$ cat src/mfc_pkg.sv
// ----------------------------------------------------------------------------
// mfc_pkg: MAVLink v2 frame checker shared definitions
// Configuration layout, result word layout, register indexes and CRC step.
// ----------------------------------------------------------------------------
package mfc_pkg;

  localparam int unsigned CFG_DATA_W = 24;

  localparam logic [7:0]  START_BYTE = 8'hFD;
  localparam logic [15:0] CRC_INIT   = 16'hFFFF;

  typedef logic [2:0] reg_index_t;

  localparam reg_index_t REG_MSG_ID_A    = 3'd0;
  localparam reg_index_t REG_CRC_EXTRA_A = 3'd1;
  localparam reg_index_t REG_MSG_ID_B    = 3'd2;
  localparam reg_index_t REG_CRC_EXTRA_B = 3'd3;
  localparam reg_index_t REG_MSG_ID_C    = 3'd4;
  localparam reg_index_t REG_CRC_EXTRA_C = 3'd5;

  typedef logic [1:0] slot_t;

  localparam slot_t SLOT_A = 2'd0;
  localparam slot_t SLOT_B = 2'd1;
  localparam slot_t SLOT_C = 2'd2;

  typedef struct packed {
    logic [23:0] msg_id_a;
    logic [7:0]  crc_extra_a;
    logic [23:0] msg_id_b;
    logic [7:0]  crc_extra_b;
    logic [23:0] msg_id_c;
    logic [7:0]  crc_extra_c;
  } cfg_t;

  typedef struct packed {
    logic [7:0] out_byte;
    slot_t      msg_slot;
    logic [7:0] byte_index;
    logic       frame_end;
    logic       frame_good;
  } result_t;

  // CRC-16/MCRF4XX, one byte, reflected poly 0x8408
  function automatic logic [15:0] crc_step(logic [15:0] crc, logic [7:0] b);
    logic [7:0] t;
    t = b ^ crc[7:0];
    t = t ^ {t[3:0], 4'b0000};
    return {8'h00, crc[15:8]} ^ {t, 8'h00} ^ {5'b00000, t, 3'b000} ^ {12'h000, t[7:4]};
  endfunction

endpackage

$ cat src/mfc_cfg_regs.sv
// ----------------------------------------------------------------------------
// mfc_cfg_regs: configuration registers
// Accepted message ids and their CRC extra bytes, written by index.
// ----------------------------------------------------------------------------
module mfc_cfg_regs (
  input  logic                               clk,
  input  logic                               rst,
  input  logic                               cfg_we,
  input  mfc_pkg::reg_index_t                cfg_index,
  input  logic [mfc_pkg::CFG_DATA_W-1:0]     cfg_wdata,
  output mfc_pkg::cfg_t                      cfg
);
  import mfc_pkg::*;

  always_ff @(posedge clk) begin
    if (rst) begin
      cfg.msg_id_a    <= 24'd19;
      cfg.crc_extra_a <= 8'd110;
      cfg.msg_id_b    <= 24'd16;
      cfg.crc_extra_b <= 8'd74;
      cfg.msg_id_c    <= 24'd17;
      cfg.crc_extra_c <= 8'd99;
    end else if (cfg_we) begin
      case (cfg_index)
        REG_MSG_ID_A:    cfg.msg_id_a    <= cfg_wdata[23:0];
        REG_CRC_EXTRA_A: cfg.crc_extra_a <= cfg_wdata[7:0];
        REG_MSG_ID_B:    cfg.msg_id_b    <= cfg_wdata[23:0];
        REG_CRC_EXTRA_B: cfg.crc_extra_b <= cfg_wdata[7:0];
        REG_MSG_ID_C:    cfg.msg_id_c    <= cfg_wdata[23:0];
        REG_CRC_EXTRA_C: cfg.crc_extra_c <= cfg_wdata[7:0];
        default: ;
      endcase
    end
  end

endmodule

$ cat src/mfc_parser.sv
// ----------------------------------------------------------------------------
// mfc_parser: frame state machine and CRC
// Tracks frame phase, header fields and running CRC; one byte per step.
// ----------------------------------------------------------------------------
module mfc_parser (
  input  logic              clk,
  input  logic              rst,
  input  mfc_pkg::cfg_t     cfg,
  input  logic              step,
  input  logic [7:0]        rx,
  output logic              res_valid,
  output mfc_pkg::result_t  res
);
  import mfc_pkg::*;

  typedef enum logic [2:0] {
    PH_HUNT    = 3'd0,
    PH_HEADER  = 3'd1,
    PH_PAYLOAD = 3'd2,
    PH_CRC_LO  = 3'd3,
    PH_CRC_HI  = 3'd4
  } phase_t;

  phase_t      phase, phase_next;
  logic [3:0]  header_count, header_count_next;
  logic [7:0]  payload_length, payload_length_next;
  logic [7:0]  payload_count, payload_count_next;
  logic [23:0] message_id, message_id_next;
  logic        known, known_next;
  slot_t       slot, slot_next;
  logic [15:0] crc, crc_next;
  logic [7:0]  crc_low, crc_low_next;

  logic [15:0] crc_upd;
  logic [15:0] crc_fin;
  logic [7:0]  extra;
  logic [23:0] id_full;
  logic [7:0]  pc_inc;
  logic        hit_a, hit_b, hit_c;

  always_comb begin
    crc_upd = crc_step(crc, rx);
    id_full = {rx, message_id[15:0]};
    hit_a   = (id_full == cfg.msg_id_a);
    hit_b   = (id_full == cfg.msg_id_b);
    hit_c   = (id_full == cfg.msg_id_c);
    pc_inc  = payload_count + 8'd1;
    case (slot)
      SLOT_A:  extra = cfg.crc_extra_a;
      SLOT_B:  extra = cfg.crc_extra_b;
      default: extra = cfg.crc_extra_c;
    endcase
    crc_fin = crc_step(crc, extra);
  end

  always_comb begin
    phase_next          = phase;
    header_count_next   = header_count;
    payload_length_next = payload_length;
    payload_count_next  = payload_count;
    message_id_next     = message_id;
    known_next          = known;
    slot_next           = slot;
    crc_next            = crc;
    crc_low_next        = crc_low;
    res_valid           = 1'b0;
    res                 = '0;
    case (phase)
      PH_HEADER: begin
        crc_next = crc_upd;
        case (header_count)
          4'd0:    payload_length_next = rx;
          4'd6:    message_id_next = {16'h0000, rx};
          4'd7:    message_id_next = {8'h00, rx, message_id[7:0]};
          4'd8:    message_id_next = id_full;
          default: ;
        endcase
        if (header_count >= 4'd8) begin
          header_count_next  = 4'd0;
          payload_count_next = 8'd0;
          known_next         = hit_a | hit_b | hit_c;
          if (hit_a)      slot_next = SLOT_A;
          else if (hit_b) slot_next = SLOT_B;
          else if (hit_c) slot_next = SLOT_C;
          else            slot_next = SLOT_A;
          phase_next = (payload_length == 8'd0) ? PH_CRC_LO : PH_PAYLOAD;
        end else begin
          header_count_next = header_count + 4'd1;
        end
      end
      PH_PAYLOAD: begin
        crc_next           = crc_upd;
        payload_count_next = pc_inc;
        if (pc_inc == payload_length) phase_next = PH_CRC_LO;
        res_valid          = known;
        res.out_byte       = rx;
        res.msg_slot       = slot;
        res.byte_index     = payload_count;
      end
      PH_CRC_LO: begin
        crc_low_next = rx;
        phase_next   = PH_CRC_HI;
      end
      PH_CRC_HI: begin
        phase_next     = PH_HUNT;
        res_valid      = known;
        res.msg_slot   = slot;
        res.byte_index = payload_length;
        res.frame_end  = 1'b1;
        res.frame_good = (crc_fin == {rx, crc_low});
      end
      default: begin
        phase_next = PH_HUNT;
        if (rx == START_BYTE) begin
          phase_next          = PH_HEADER;
          header_count_next   = 4'd0;
          crc_next            = CRC_INIT;
          message_id_next     = 24'd0;
          payload_length_next = 8'd0;
          payload_count_next  = 8'd0;
          known_next          = 1'b0;
          slot_next           = SLOT_A;
        end
      end
    endcase
  end

  always_ff @(posedge clk) begin
    if (rst) begin
      phase          <= PH_HUNT;
      header_count   <= 4'd0;
      payload_length <= 8'd0;
      payload_count  <= 8'd0;
      message_id     <= 24'd0;
      known          <= 1'b0;
      slot           <= SLOT_A;
      crc            <= CRC_INIT;
      crc_low        <= 8'd0;
    end else if (step) begin
      phase          <= phase_next;
      header_count   <= header_count_next;
      payload_length <= payload_length_next;
      payload_count  <= payload_count_next;
      message_id     <= message_id_next;
      known          <= known_next;
      slot           <= slot_next;
      crc            <= crc_next;
      crc_low        <= crc_low_next;
    end
  end

`ifndef SYNTHESIS
  a_crc_hi_returns_to_hunt: assert property (@(posedge clk) disable iff (rst)
    step && phase == PH_CRC_HI |=> phase == PH_HUNT)
    else $error("phase did not return to hunt after CRC high byte");

  a_result_needs_known: assert property (@(posedge clk) disable iff (rst)
    res_valid |-> known)
    else $error("result word from an unknown frame");

  a_header_count_range: assert property (@(posedge clk) disable iff (rst)
    header_count <= 4'd8)
    else $error("header count out of range");

  a_end_only_in_crc_hi: assert property (@(posedge clk) disable iff (rst)
    res_valid && res.frame_end |-> phase == PH_CRC_HI)
    else $error("end marker outside CRC high byte");

  a_payload_no_slot_three: assert property (@(posedge clk) disable iff (rst)
    known |-> slot != 2'd3)
    else $error("invalid slot on known frame");
`endif

endmodule

$ cat src/mavlink2_frame_checker_unit.sv
// Flow: an accepted byte is registered in s1_byte and stepped through the
// parser once the output register is free; any result word is then registered
// in out_res. Throughput: one byte per cycle while the output register is free;
// while a word waits for out_ready, an empty input register can take one byte.
// Reset: rst is synchronous active high; phase returns to hunting for 0xFD,
// CRC to 0xFFFF and the configuration registers to their default ids.
// ----------------------------------------------------------------------------
// mavlink2_frame_checker_unit: MAVLink v2 frame checker top level
// Input and output registers around the frame parser, plus config registers.
// ----------------------------------------------------------------------------
module mavlink2_frame_checker_unit (
  input  logic                            clk,
  input  logic                            rst,
  input  logic                            cfg_we,
  input  mfc_pkg::reg_index_t             cfg_index,
  input  logic [mfc_pkg::CFG_DATA_W-1:0]  cfg_wdata,
  input  logic                            in_valid,
  output logic                            in_ready,
  input  logic [7:0]                      rx_byte,
  output logic                            out_valid,
  input  logic                            out_ready,
  output logic [7:0]                      out_byte,
  output mfc_pkg::slot_t                  msg_slot,
  output logic [7:0]                      byte_index,
  output logic                            frame_end,
  output logic                            frame_good
);
  import mfc_pkg::*;

  cfg_t       cfg;
  logic       s1_valid;
  logic [7:0] s1_byte;
  logic       proc;
  logic       out_free;
  logic       res_valid;
  result_t    res;
  result_t    out_res;

  mfc_cfg_regs u_cfg (
    .clk       (clk),
    .rst       (rst),
    .cfg_we    (cfg_we),
    .cfg_index (cfg_index),
    .cfg_wdata (cfg_wdata),
    .cfg       (cfg)
  );

  mfc_parser u_parser (
    .clk       (clk),
    .rst       (rst),
    .cfg       (cfg),
    .step      (proc),
    .rx        (s1_byte),
    .res_valid (res_valid),
    .res       (res)
  );

  assign out_free = !out_valid || out_ready;
  assign proc     = s1_valid && out_free;
  assign in_ready = !s1_valid || proc;

  always_ff @(posedge clk) begin
    if (rst) begin
      s1_valid  <= 1'b0;
      out_valid <= 1'b0;
    end else begin
      if (in_ready) s1_valid <= in_valid;
      if (out_free) out_valid <= proc && res_valid;
    end
  end

  always_ff @(posedge clk) begin
    if (in_valid && in_ready) s1_byte <= rx_byte;
    if (proc && res_valid) out_res <= res;
  end

  assign out_byte   = out_res.out_byte;
  assign msg_slot   = out_res.msg_slot;
  assign byte_index = out_res.byte_index;
  assign frame_end  = out_res.frame_end;
  assign frame_good = out_res.frame_good;

endmodule

$ cat config.mk
export PLATFORM = sky130hd
export DESIGN_NAME = mavlink2_frame_checker_unit
export DESIGN_NICKNAME = d
export VERILOG_FILES = /design/src/mfc_pkg.sv /design/src/mfc_cfg_regs.sv /design/src/mfc_parser.sv /design/src/mavlink2_frame_checker_unit.sv
export SDC_FILE = /design/constraint.sdc
export NUM_CORES = 1
export LEC_CHECK = 0
export BUFFER_PORTS_ARGS = -buffer_cell sky130_fd_sc_hd__buf_2
export CAP_MARGIN = 20
export CORE_UTILIZATION = 40
export CTS_CLUSTER_SIZE = 10
export DETAILED_ROUTE_END_ITERATION = 10
export PLACE_DENSITY = 0.6
export SYNTH_ARGS = -nofsm -noshare
export SYNTH_HDL_FRONTEND = slang
export SYNTH_HIERARCHICAL = 1
export SYNTH_SLANG_ARGS = --single-unit
$ cat constraint.sdc
create_clock -name clk -period 4.15 [get_ports clk]
set_clock_uncertainty 0.1 [all_clocks]
set_input_delay 0.2075 -clock clk [delete_from_list [all_inputs] [get_ports clk]]
set_output_delay 0.2075 -clock clk [all_outputs]
set_load 0.01 [all_outputs]
==> metrics.cfg, run 1 <==
[grt]
grt_pass1_wl_um=36100
grt_max_degree=100
grt-ovfl-total=0
grt_antenna_before_repair=0
grt_pass1_vias=6643
grt_usage_pct=19.5

[cts]
cts-buffers-inserted=17
clkSinkCount=192
cts_resized=0
cts_buffer_depth=2
clk_pin_slew_ns=0.07
cts_root_buf=clkbuf_16
cts_tree=yes
postCtsSetupBuffers=0
htree_levels=4
ctsHoldBuffers=27
insertion_delay_ns=0.44

[floorplanning]
initial_core_util_pct=41.1
core_um2=22800
die_x_um=155
std_cell_rows=55
die_area_um2=24000
ios=62
die_h_um=155

[synthesis]
yosysTopAreaCell=dfxtp_1
synth_top_area_share_pct=35.0
syn_inst=966
synth_area_per_cell_um2=9.70
synth-seq-cells=192
yosys_warnings=6
seq_area_frac_synth_pct=44.0
synthesis.nets=1010
synth.area.top_cells=dfxtp_1, mux2i_1, edfxtp_1
async_flop_share_pct=0
ys.flop_type=dfxtp_1
synth_most_common_cell=dfxtp_1
synth_area_um2=9370
synth_commonest_cells=dfxtp_1, nand2b_1, mux2i_1
yosys.cell_types.count=65
synth-edff-count=28

[finish]
syn_to_final_growth_pct=15.4
finalInstanceArea_um2=10800
multiInputGateArea_um2=4990
final-instance-count-excl-fill=1352
seq_area_um2=4120
nFillCells=2174
drive_gt1_share_pct=11.4
antennaDiodeCount=0
nets=1070

[route]
drtAntennaViolNets=0
wl_per_cell_um=16.9
drt_first_iter_violations=442
first_pass_iters=5
num_vias=6897
wirelength_um=22900
vias_per_cell=5.10
drcViolationCount=0

[power_and_ir_drop]
p_sw_uw=937
sw_frac_of_total_pct=23.7
intPower_uw=3020
seq_power_share_pct=49.3
leakage_uw=0.00428
power_density_nw_per_um2=366
ir_drop_v=0.000252
clkPwrFrac_pct=43.1
comb_power_share_pct=7.6

[placed_design]
portBuffers=61
place_inst=1292
dp_hpwl_um=15800
gp_congestion=0.847
placed_cell_area_um2=9930

[worst_setup_path]
crit_end=u_parser/message_id[10]
r2r-end=u_parser/message_id[10]
rr_startpoint=u_parser/phase[0]
crit_start=u_parser/phase[0]
worstPathArrival_ns=3.09
crit_type=reg -> reg
worstPathMaxFanout=12
r2r_slack_ns=1.26
start_kind=register
end_kind=register
cp.required_ns=4.35
r2r_cells=6

[timing]
final_hold_viol_count=0
worstMarginPinSlew_ns=0.942
setup_viol=0
rsz0062_at_grt=false
slew_violations=0
fin_crit_sh_pct=69.7
relSlewSlack_pct=36.9
max_freq_mhz=346
setup_tns_ns=0
min_period_ns=2.89

[run]
drv_cap=0

[status]
status=finished, final reports clean

[min_path]
worstHoldPathType=in -> reg

-- critical path, stage by stage, from the launching register on --
cell,delay (ns)
dfxtp_1,0.45
nor2b_1,0.43
nor2b_1,0.69
o21a_1,0.46
nand2_1,0.30
a22oi_1,0.27
nor2_1,0.06
-- stage by stage --
stage / hold slack, ns / utilization (%) / total power [uW] / setup slack [ns]
after floorplan: 0.170 / - / 2180 / 1.41
after global placement: 0.286 / 43.6 / 2270 / 1.33
after detailed placement: 0.286 / 43.6 / 2270 / 1.32
after CTS: 0.000806 / 47.4 / 3990 / 1.29
after global routing: 0.00505 / 47.5 / 4100 / 0.970
final: 0.00809 / 47.5 / 3950 / 1.26
-- area by class of cell --
type / instances / area share (%)
clock buffers: 19 / 4.10
clock inverters: 13 / 1.49
inverters: 9 / 0.335
multi-input cells: 706 / 46.1
flip-flops and latches: 192 / 38.1
well taps: 313 / 3.62
repair buffers: 100 / 6.20
-- power by group through the flow --
stage | Clock, uW | Combinational [uW] | Sequential, uW
finish | 1700 | 302 | 1950
CTS | 1740 | 301 | 1950
global placement | 0 | 280 | 1990
floorplan | 0 | 208 | 1970
global route | 1820 | 327 | 1950
detailed placement | 0 | 281 | 1990
-- per-layer routing --
layer | up-vias | wire (um) | track usage (%)
li1 | 3441 | - | -
met1 | 3283 | 10600 | 25.8
met2 | 150 | 11100 | 32.4
met3 | 23 | 864 | 3.79
met4 | 0 | 301 | 5.42
met5 | - | 0 | 0
-- flip-flops by register name, summed over array words and instances, names as in the netlist --
name                     count
out_valid                    1
u_parser/payload_length      8
u_cfg/cfg                   96
u_parser/header_count        4
u_parser/crc                16
u_parser/crc_low             8
u_parser/payload_count       8
s1_valid                     1
msg_slot                     2
u_parser/known               1
frame_end                    1
s1_byte                      8
u_parser/phase               3
byte_index                   8
u_parser/message_id         16
out_byte                     8
frame_good                   1
u_parser/slot                2
-- cells by family after synthesis --
kind of cell             share of synthesized area [%]
AND/OR/NAND/NOR                                   19.9
AO/OA/AOI/OAI                                     8.08
adder cells (fa/ha/maj)                          0.641
multiplexers                                      11.9
XOR/XNOR                                          12.3
buffers and inverters                             3.16
flip-flops                                        44.0
-- how the worst min path moves through the flow --
stage,start,end,slack [ns],cells after the start
after floorplan,rst,s1_valid,0.17,1
after global placement,rx_byte[5],s1_byte[5],0.29,1
after detailed placement,rx_byte[5],s1_byte[5],0.29,1
after CTS,cfg_wdata[11],u_cfg/cfg[51],0.0008,3
after global routing,cfg_wdata[11],u_cfg/cfg[83],0.005,3
final,cfg_wdata[11],u_cfg/cfg[51],0.008,3
-- cell usage in the layout (no fill, tap or decap), types with 3 or more instances in the layout --
| master | count |
|---|---|
| o21ai_1 | 3 |
| bufinv_16 | 3 |
| nor3b_1 | 3 |
| nand2_1 | 75 |
| nor2b_1 | 10 |
| nor3_1 | 8 |
| a31oi_1 | 5 |
| clkinvlp_4 | 3 |
| nand3_1 | 25 |
| o22ai_1 | 17 |
| a22o_1 | 8 |
| o21ai_0 | 12 |
| nand2b_1 | 107 |
| and2_1 | 11 |
| a22oi_1 | 8 |
| dlygate4sd3_1 | 28 |
| and3_1 | 6 |
| nand4b_1 | 4 |
| buf_4 | 12 |
| nand4_1 | 14 |
| nor2_1 | 51 |
| dfxtp_1 | 164 |
| inv_1 | 7 |
| xor2_1 | 59 |
| a211oi_1 | 4 |
| buf_2 | 60 |
| clkbuf_16 | 17 |
| o21a_1 | 3 |
| mux2i_1 | 105 |
| ha_1 | 4 |
| xnor2_1 | 70 |
| edfxtp_1 | 28 |
| nor4_1 | 13 |
| a21oi_1 | 42 |
Power figures use the tool's default switching activity.
==> run 2, diff against run 1 <==
--- a/config.mk
+++ b/config.mk
@@ -10,7 +10,7 @@
 export CORE_UTILIZATION = 40
 export CTS_CLUSTER_SIZE = 10
 export DETAILED_ROUTE_END_ITERATION = 10
-export PLACE_DENSITY = 0.6
+export PLACE_DENSITY = 0.62
 export SYNTH_ARGS = -nofsm -noshare
 export SYNTH_HDL_FRONTEND = slang
 export SYNTH_HIERARCHICAL = 1
==> constraint.sdc (replaced) <==
create_clock -name clk -period 2.35 [get_ports clk]
set_clock_uncertainty 0.1 [all_clocks]
set_input_delay 0.1175 -clock clk [delete_from_list [all_inputs] [get_ports clk]]
set_output_delay 0.1175 -clock clk [all_outputs]
set_load 0.01 [all_outputs]
==> run 2 against run 1 <==
Net effect: sequential share of layout area decreased by 1.4 points; utilization up 1.8 points; critical path depth increased by 1; die area is the same; flip-flop and latch count unchanged; via count rose by 3.7%; largest power group unchanged.
==> metrics.cfg, run 2 (same netlist as run 1, synthesis figures left out) <==
[worst_setup_path]
crit_type=reg -> reg  ; unchanged
cp.required_ns=2.49  ; was 4.35 ns
cp_num_buf_inv=1  ; was 0
critPathTopFamily=compound AO/OA/AOI/OAI gates  ; was simple AND/OR/NAND/NOR gates
worstPathArrival_ns=2.41  ; was 3.09 ns
start_kind=register  ; unchanged
worstPathMaxFanout=7  ; was 12
r2r_slack_ns=0.08  ; was 1.26 ns
max_stage_delay_ns=0.42  ; was 0.69 ns
end_kind=register  ; unchanged
cp_cell_sequence=buf_12 > mux2i_4 > a211oi_2 > o21ai_0 > o31a_1 > or4_4 > a2111oi_2  ; was nor2b_1 > nor2b_1 > o21a_1 > nand2_1 > a22oi_1 > nor2_1
critPathSlowestCell=or4_4  ; was nor2b_1

[finish]
post-route-util_pct=49.3  ; was 47.5%
multiInputGateArea_um2=5030  ; was 4990 um^2
mostFrequentLayoutCells=dfxtp_1, nand2b_1, mux2i_1, nand2_1, xnor2_1  ; unchanged
nFillCells=2140  ; was 2174
largest_register=u_cfg/cfg  ; unchanged
final_common_cell=dfxtp_1  ; unchanged
seq_area_um2=4130  ; was 4120 um^2
drive_gt1_share_pct=15.2  ; was 11.4%
nets=1113  ; was 1070
largestRegisters=u_cfg/cfg: 96 flops, u_parser/crc: 16 flops, u_parser/message_id: 16 flops  ; unchanged
antennaDiodeCount=0  ; unchanged
largest_reg_flops=96  ; unchanged
syn_to_final_growth_pct=19.8  ; was 15.4%
finalInstanceArea_um2=11200  ; was 10800 um^2

[grt]
grt_pass1_wl_um=37100  ; was 36100 um
grt_usage_pct=20.0  ; was 19.5%
grt_antenna_before_repair=0  ; unchanged
grt_pass1_vias=6917  ; was 6643
grt_max_degree=147  ; was 100
grt-ovfl-total=0  ; unchanged

[timing]
rsz0062_at_grt=true  ; was false
setup_viol=0  ; unchanged
max_freq_mhz=441  ; was 346 MHz
worstMarginPinSlew_ns=0.919  ; was 0.942 ns
setup_tns_ns=0  ; unchanged
fin_crit_sh_pct=96.5  ; was 69.7%
relSlewSlack_pct=38.7  ; was 36.9%
slew_violations=0  ; unchanged
min_period_ns=2.27  ; was 2.89 ns
final_hold_viol_count=0  ; unchanged

[floorplanning]
core_um2=22800  ; unchanged
die_x_um=155  ; unchanged
die_area_um2=24000  ; unchanged
std_cell_rows=55  ; unchanged
initial_core_util_pct=41.1  ; unchanged
ios=62  ; unchanged
die_h_um=155  ; unchanged

[placed_design]
portBuffers=61  ; unchanged
placed_cell_area_um2=10200  ; was 9930 um^2
dp_hpwl_um=16200  ; was 15800 um
gp_congestion=0.871  ; was 0.847

[cts]
htree_levels=4  ; unchanged
cts-buffers-inserted=17  ; unchanged
clk_pin_slew_ns=0.07  ; about the same
cts_tree=yes  ; unchanged
cts_buffer_depth=2  ; unchanged
clkSinkCount=192  ; unchanged
insertion_delay_ns=0.44  ; about the same
cts_root_buf=clkbuf_16  ; unchanged

[min_path]
worstHoldPathType=in -> reg  ; unchanged

[route]
vias_per_cell=5.13  ; was 5.10
wl_per_cell_um=16.7  ; was 16.9 um
wirelength_um=23300  ; was 22900 um
first_pass_iters=5  ; unchanged
drtAntennaViolNets=0  ; unchanged
drt_first_iter_violations=509  ; was 442
drcViolationCount=0  ; unchanged
num_vias=7150  ; was 6897

[power_and_ir_drop]
ir_drop_v=0.000419  ; was 0.000252 V
power_density_nw_per_um2=624  ; was 366 nW/um^2
leakage_uw=0.00451  ; was 0.00428 uW

[run]
drv_cap=0  ; unchanged

[status]
status=finished, final reports clean  ; unchanged

==> run 2: cell count changes in the layout (fill, tap and decap cells not counted), moves of 2 or more <==
cell,delta
nor3b_1,-2
a211oi_1,-2
buf_4,+34
mux2i_1,-2
buf_12,+3
inv_6,+2
a211oi_2,+2
nor3b_2,+2
dfxtp_1,-2
dfxtp_2,+2
dlygate4sd3_1,+6
inv_8,+4
==> run 2: power by group <==
part	total (uW)	switching, uW	internal, uW
Sequential	3420	46.8	3380
Clock	2980	1370	1610
Combinational	605	320	285
Total	7010	1730	5270
==> run 2: cell type report <==
| type | instances | area share (%) |
|---|---|---|
| multi-input combinational | 706 | 44.8 |
| timing repair buffer | 143 | 9.31 |
| clock inverter | 14 | 1.50 |
| tap | 313 | 3.49 |
| clock buffer | 18 | 3.82 |
| sequential | 192 | 36.7 |
| inverter | 9 | 0.323 |
==> run 2: final timing paths <==
kind                            cells past startpoint           startpoint                   to
worst max-delay path                                7     u_parser/slot[0]           frame_good
worst max register to register                      7     u_parser/slot[0]           frame_good
worst min-delay path                                4                  rst     u_parser/crc[10]
worst min register to register                      2  u_parser/crc_low[3]  u_parser/crc_low[3]
==> run 2: what timing repair did <==
action / in CTS / in global routing
resized for setup: 3 / 7
endpoints found under the hold margin: 91 / 0
pin swaps: 0 / 1
hold buffers: 34 / 0
buffers inserted: 0 / 1
setup endpoints to repair: 1 / 37
==> run 2: per-layer routing <==
| metal | global-route usage (%) | wire length (um) | up-vias |
|---|---|---|---|
| met1 | 25.4 | 10700 | 3450 |
| met2 | 34.8 | 11600 | 139 |
| met5 | 0 | 0 | - |
| li1 | - | - | 3541 |
| met3 | 3.37 | 621 | 20 |
| met4 | 5.70 | 296 | 0 |
==> run 2: per-stage QoR <==
step                instances  power [uW]  worst slack, ns  hold slack [ns]
floorplan                 966        3850           0.0689           0.0799
global placement         1328        4050           0.0238            0.196
detailed placement       1328        4050          -0.0144            0.197
CTS                      1394        7060           0.0119           0.0547
global route             1395        7260          -0.0316           0.0784
finish                   1395        7010           0.0814           0.0725
==> run 2: tightest hold or removal path: stages <==
cell and delay (ns):
buf_4 0.11, clkinv_1 0.07, buf_4 0.20, nand2_1 0.07
==> run 3, diff against run 2 <==
--- a/config.mk
+++ b/config.mk
@@ -7,10 +7,12 @@
 export LEC_CHECK = 0
 export BUFFER_PORTS_ARGS = -buffer_cell sky130_fd_sc_hd__buf_2
 export CAP_MARGIN = 20
-export CORE_UTILIZATION = 40
+export CELL_PAD_IN_SITES_DETAIL_PLACEMENT = 0
+export CELL_PAD_IN_SITES_GLOBAL_PLACEMENT = 2
+export CORE_UTILIZATION = 35
 export CTS_CLUSTER_SIZE = 10
 export DETAILED_ROUTE_END_ITERATION = 10
-export PLACE_DENSITY = 0.62
+export PLACE_DENSITY = 0.78
 export SYNTH_ARGS = -nofsm -noshare
 export SYNTH_HDL_FRONTEND = slang
 export SYNTH_HIERARCHICAL = 1
==> run 3 against run 2 <==
Net effect: the flow now finishes with violations (design-rule violations); global-route usage shrank 2.1 points; flip-flop and latch count did not move; hold slack better by 0.015 ns; clock power fell by 7.7%; die area is 14% higher; via count is 1.8% lower; design area is 1.2% higher; non-clock buffer count grew 8; largest cell class unchanged; highest routed layer unchanged.
==> metrics.cfg, run 3 (same netlist as run 1, synthesis figures left out) <==
[placed_design]
gp_congestion=0.855  ; was 0.871
place_ws_ns=-0.0785  ; was -0.0144 ns
portBuffers=61  ; unchanged
dp_hpwl_um=17400  ; was 16200 um

[finish]
mostFrequentLayoutCells=dfxtp_1, nand2b_1, mux2i_1, nand2_1, xnor2_1  ; unchanged
drive_gt1_share_pct=16.1  ; was 15.2%
largest_register=u_cfg/cfg  ; unchanged
post-route-util_pct=43.5  ; was 49.3%
nets=1121  ; was 1113
final_common_cell=dfxtp_1  ; unchanged
largest_reg_flops=96  ; unchanged
syn_to_final_growth_pct=21.3  ; was 19.8%
largestRegisters=u_cfg/cfg: 96 flops, u_parser/crc: 16 flops, u_parser/message_id: 16 flops  ; unchanged
antennaDiodeCount=0  ; unchanged

[grt]
grt_pass1_wl_um=38400  ; was 37100 um
grt_max_degree=69  ; was 147
grt_antenna_before_repair=0  ; unchanged
grt_usage_pct=18.0  ; was 20.0%
grt-ovfl-total=0  ; unchanged
grt_pass1_vias=6910  ; was 6917

[worst_setup_path]
critPathSlowestCell=or4_4  ; unchanged
r2r_slack_ns=0.04  ; was 0.08 ns
cp_cell_sequence=buf_6 > mux2i_4 > o211a_1 > o31a_1 > or4_4 > a2111oi_4  ; was buf_12 > mux2i_4 > a211oi_2 > o21ai_0 > o31a_1 > or4_4 > a2111oi_2
max_stage_delay_ns=0.44  ; was 0.42 ns
r2r_cells=6  ; was 7
worstPathMaxFanout=5  ; was 7
r2r-end=frame_good  ; unchanged
worstPathArrival_ns=2.43  ; was 2.41 ns
end_kind=register  ; unchanged
cp.required_ns=2.47  ; was 2.49 ns
crit_type=reg -> reg  ; unchanged
start_kind=register  ; unchanged
rr_startpoint=u_parser/slot[0]  ; unchanged

[timing]
setup_viol=0  ; unchanged
relSlewSlack_pct=55.0  ; was 38.7%
final_hold_viol_count=0  ; unchanged
min_period_ns=2.31  ; was 2.27 ns
slew_violations=0  ; unchanged
setup_tns_ns=0  ; unchanged
finalWorstSetupSlack_ns=0.0401  ; was 0.0814 ns
max_freq_mhz=433  ; was 441 MHz
rsz0062_at_grt=true  ; unchanged
fin_crit_sh_pct=98.3  ; was 96.5%
worstMarginPinSlew_ns=0.671  ; was 0.919 ns

[route]
wirelength_um=24600  ; was 23300 um
drt_first_iter_violations=423  ; was 509
vias_per_cell=4.93  ; was 5.13
drcViolationCount=8  ; was 0
wl_per_cell_um=17.3  ; was 16.7 um
first_pass_iters=8  ; was 5
num_vias=7024  ; was 7150
drtAntennaViolNets=0  ; unchanged

[floorplanning]
die_x_um=166  ; was 155 um
initial_core_util_pct=35.9  ; was 41.1%
ios=62  ; unchanged
std_cell_rows=59  ; was 55
die_h_um=166  ; was 155 um
die_area_um2=27400  ; was 24000 um^2
core_um2=26100  ; was 22800 um^2

[power_and_ir_drop]
sw_frac_of_total_pct=24.5  ; was 24.7%
power_uw=6790  ; was 7010 uW
clkPwrFrac_pct=40.4  ; was 42.5%
power_density_nw_per_um2=598  ; was 624 nW/um^2
seq_power_share_pct=50.4  ; was 48.9%
comb_power_share_pct=9.2  ; was 8.6%
intPower_uw=5130  ; was 5270 uW
leakage_uw=0.00456  ; was 0.00451 uW
p_sw_uw=1660  ; was 1730 uW
ir_drop_v=0.000381  ; was 0.000419 V

[status]
violations=design-rule violations
status=finished with violations  ; was finished, final reports clean

[cts]
insertion_delay_ns=0.43  ; was 0.44 ns
clk_pin_slew_ns=0.07  ; about the same
cts_root_buf=clkbuf_16  ; unchanged
cts_tree=yes  ; unchanged
cts_buffer_depth=2  ; unchanged
htree_levels=4  ; unchanged
clkSinkCount=192  ; unchanged
cts-buffers-inserted=17  ; unchanged

[run]
drv_cap=0  ; unchanged

[min_path]
hold_depth=3  ; was 4
hold_end=u_parser/message_id[7]  ; was u_parser/crc[10]
worstHoldStart=rst  ; unchanged
worstHoldPathType=in -> reg  ; unchanged

==> run 3: changes by cell type in the layout (fill, tap and decap cells not counted), sizes merged <==
cell,before,now
clkbuf,18,23
inv,16,12
clkinv,3,4
buf,109,117
bufinv,2,0
==> run 3: area by class of cell <==
type | instances | area [um^2]
clock inverters | 9 | 72.6
multi-input cells | 706 | 5080
well taps | 335 | 419
inverters | 9 | 36.3
repair buffers | 151 | 1150
clock buffers | 23 | 478
flip-flops and latches | 192 | 4130
fillers | 2595 | 14800
==> run 3: critical path, delay by kind of cell (launching register included) <==
kind                   cells  cell delay [ns]
AOI/OAI and AO/OA          3             0.91
buffers and inverters      1             0.13
DFF                        1             0.34
muxes                      1             0.19
and+or+nand+nor            1             0.44
==> run 3: layer usage <==
layer | GRT usage, % | vias to the layer above | part of all wire (%) | routed length (um)
met3 | 2.87 | 23 | 2.3 | 568
met4 | 5.85 | 0 | 2.2 | 534
met2 | 30.8 | 97 | 48 | 11900
met5 | 0 | - | 0 | 0
met1 | 23.0 | 3357 | 47 | 11600
li1 | - | 3547 | - | -
==> run 3: how the worst max path moves through the flow <==
| stage | from | end | cells after the start |
|---|---|---|---|
| 2_1_floorplan | out_valid | u_parser/message_id[4] | 10 |
| 6_report | u_parser/slot[0] | frame_good | 6 |
| 5_1_grt | u_parser/slot[0] | frame_good | 7 |
| 4_1_cts | u_parser/slot[0] | frame_good | 6 |
| 3_3_place_gp | u_parser/slot[0] | frame_good | 7 |
| 3_5_place_dp | u_parser/slot[0] | frame_good | 7 |
==> run 3: timing repair <==
| item | in CTS | in global routing |
|---|---|---|
| endpoints found under the setup margin | 1 | 6 |
| endpoints found under the hold margin | 87 | 0 |
| pin swaps | 2 | 4 |
| resized for setup | 6 | 15 |
| gates cloned | 0 | 0 |
| buffers inserted | 1 | 3 |
| hold buffers | 34 | 0 |
==> run 3: metrics by stage <==
step	std cells	hold WS [ns]	cell area, um^2
2_1_floorplan	966	0.0799	9380
3_3_place_gp	1355	0.199	10300
3_5_place_dp	1355	0.196	10300
4_1_cts	1422	0.0757	11300
5_1_grt	1425	0.108	11400
6_report	1425	0.0873	11400
==> run 3: power by group through the flow <==
| stage | clock (uW) | combinational [uW] | sequential [uW] |
|---|---|---|---|
| after CTS | 2820 | 624 | 3420 |
| after global placement | 0 | 576 | 3500 |
| after floorplan | 0 | 367 | 3480 |
| after global routing | 2940 | 676 | 3430 |
| after detailed placement | 0 | 575 | 3500 |
| final | 2750 | 626 | 3420 |
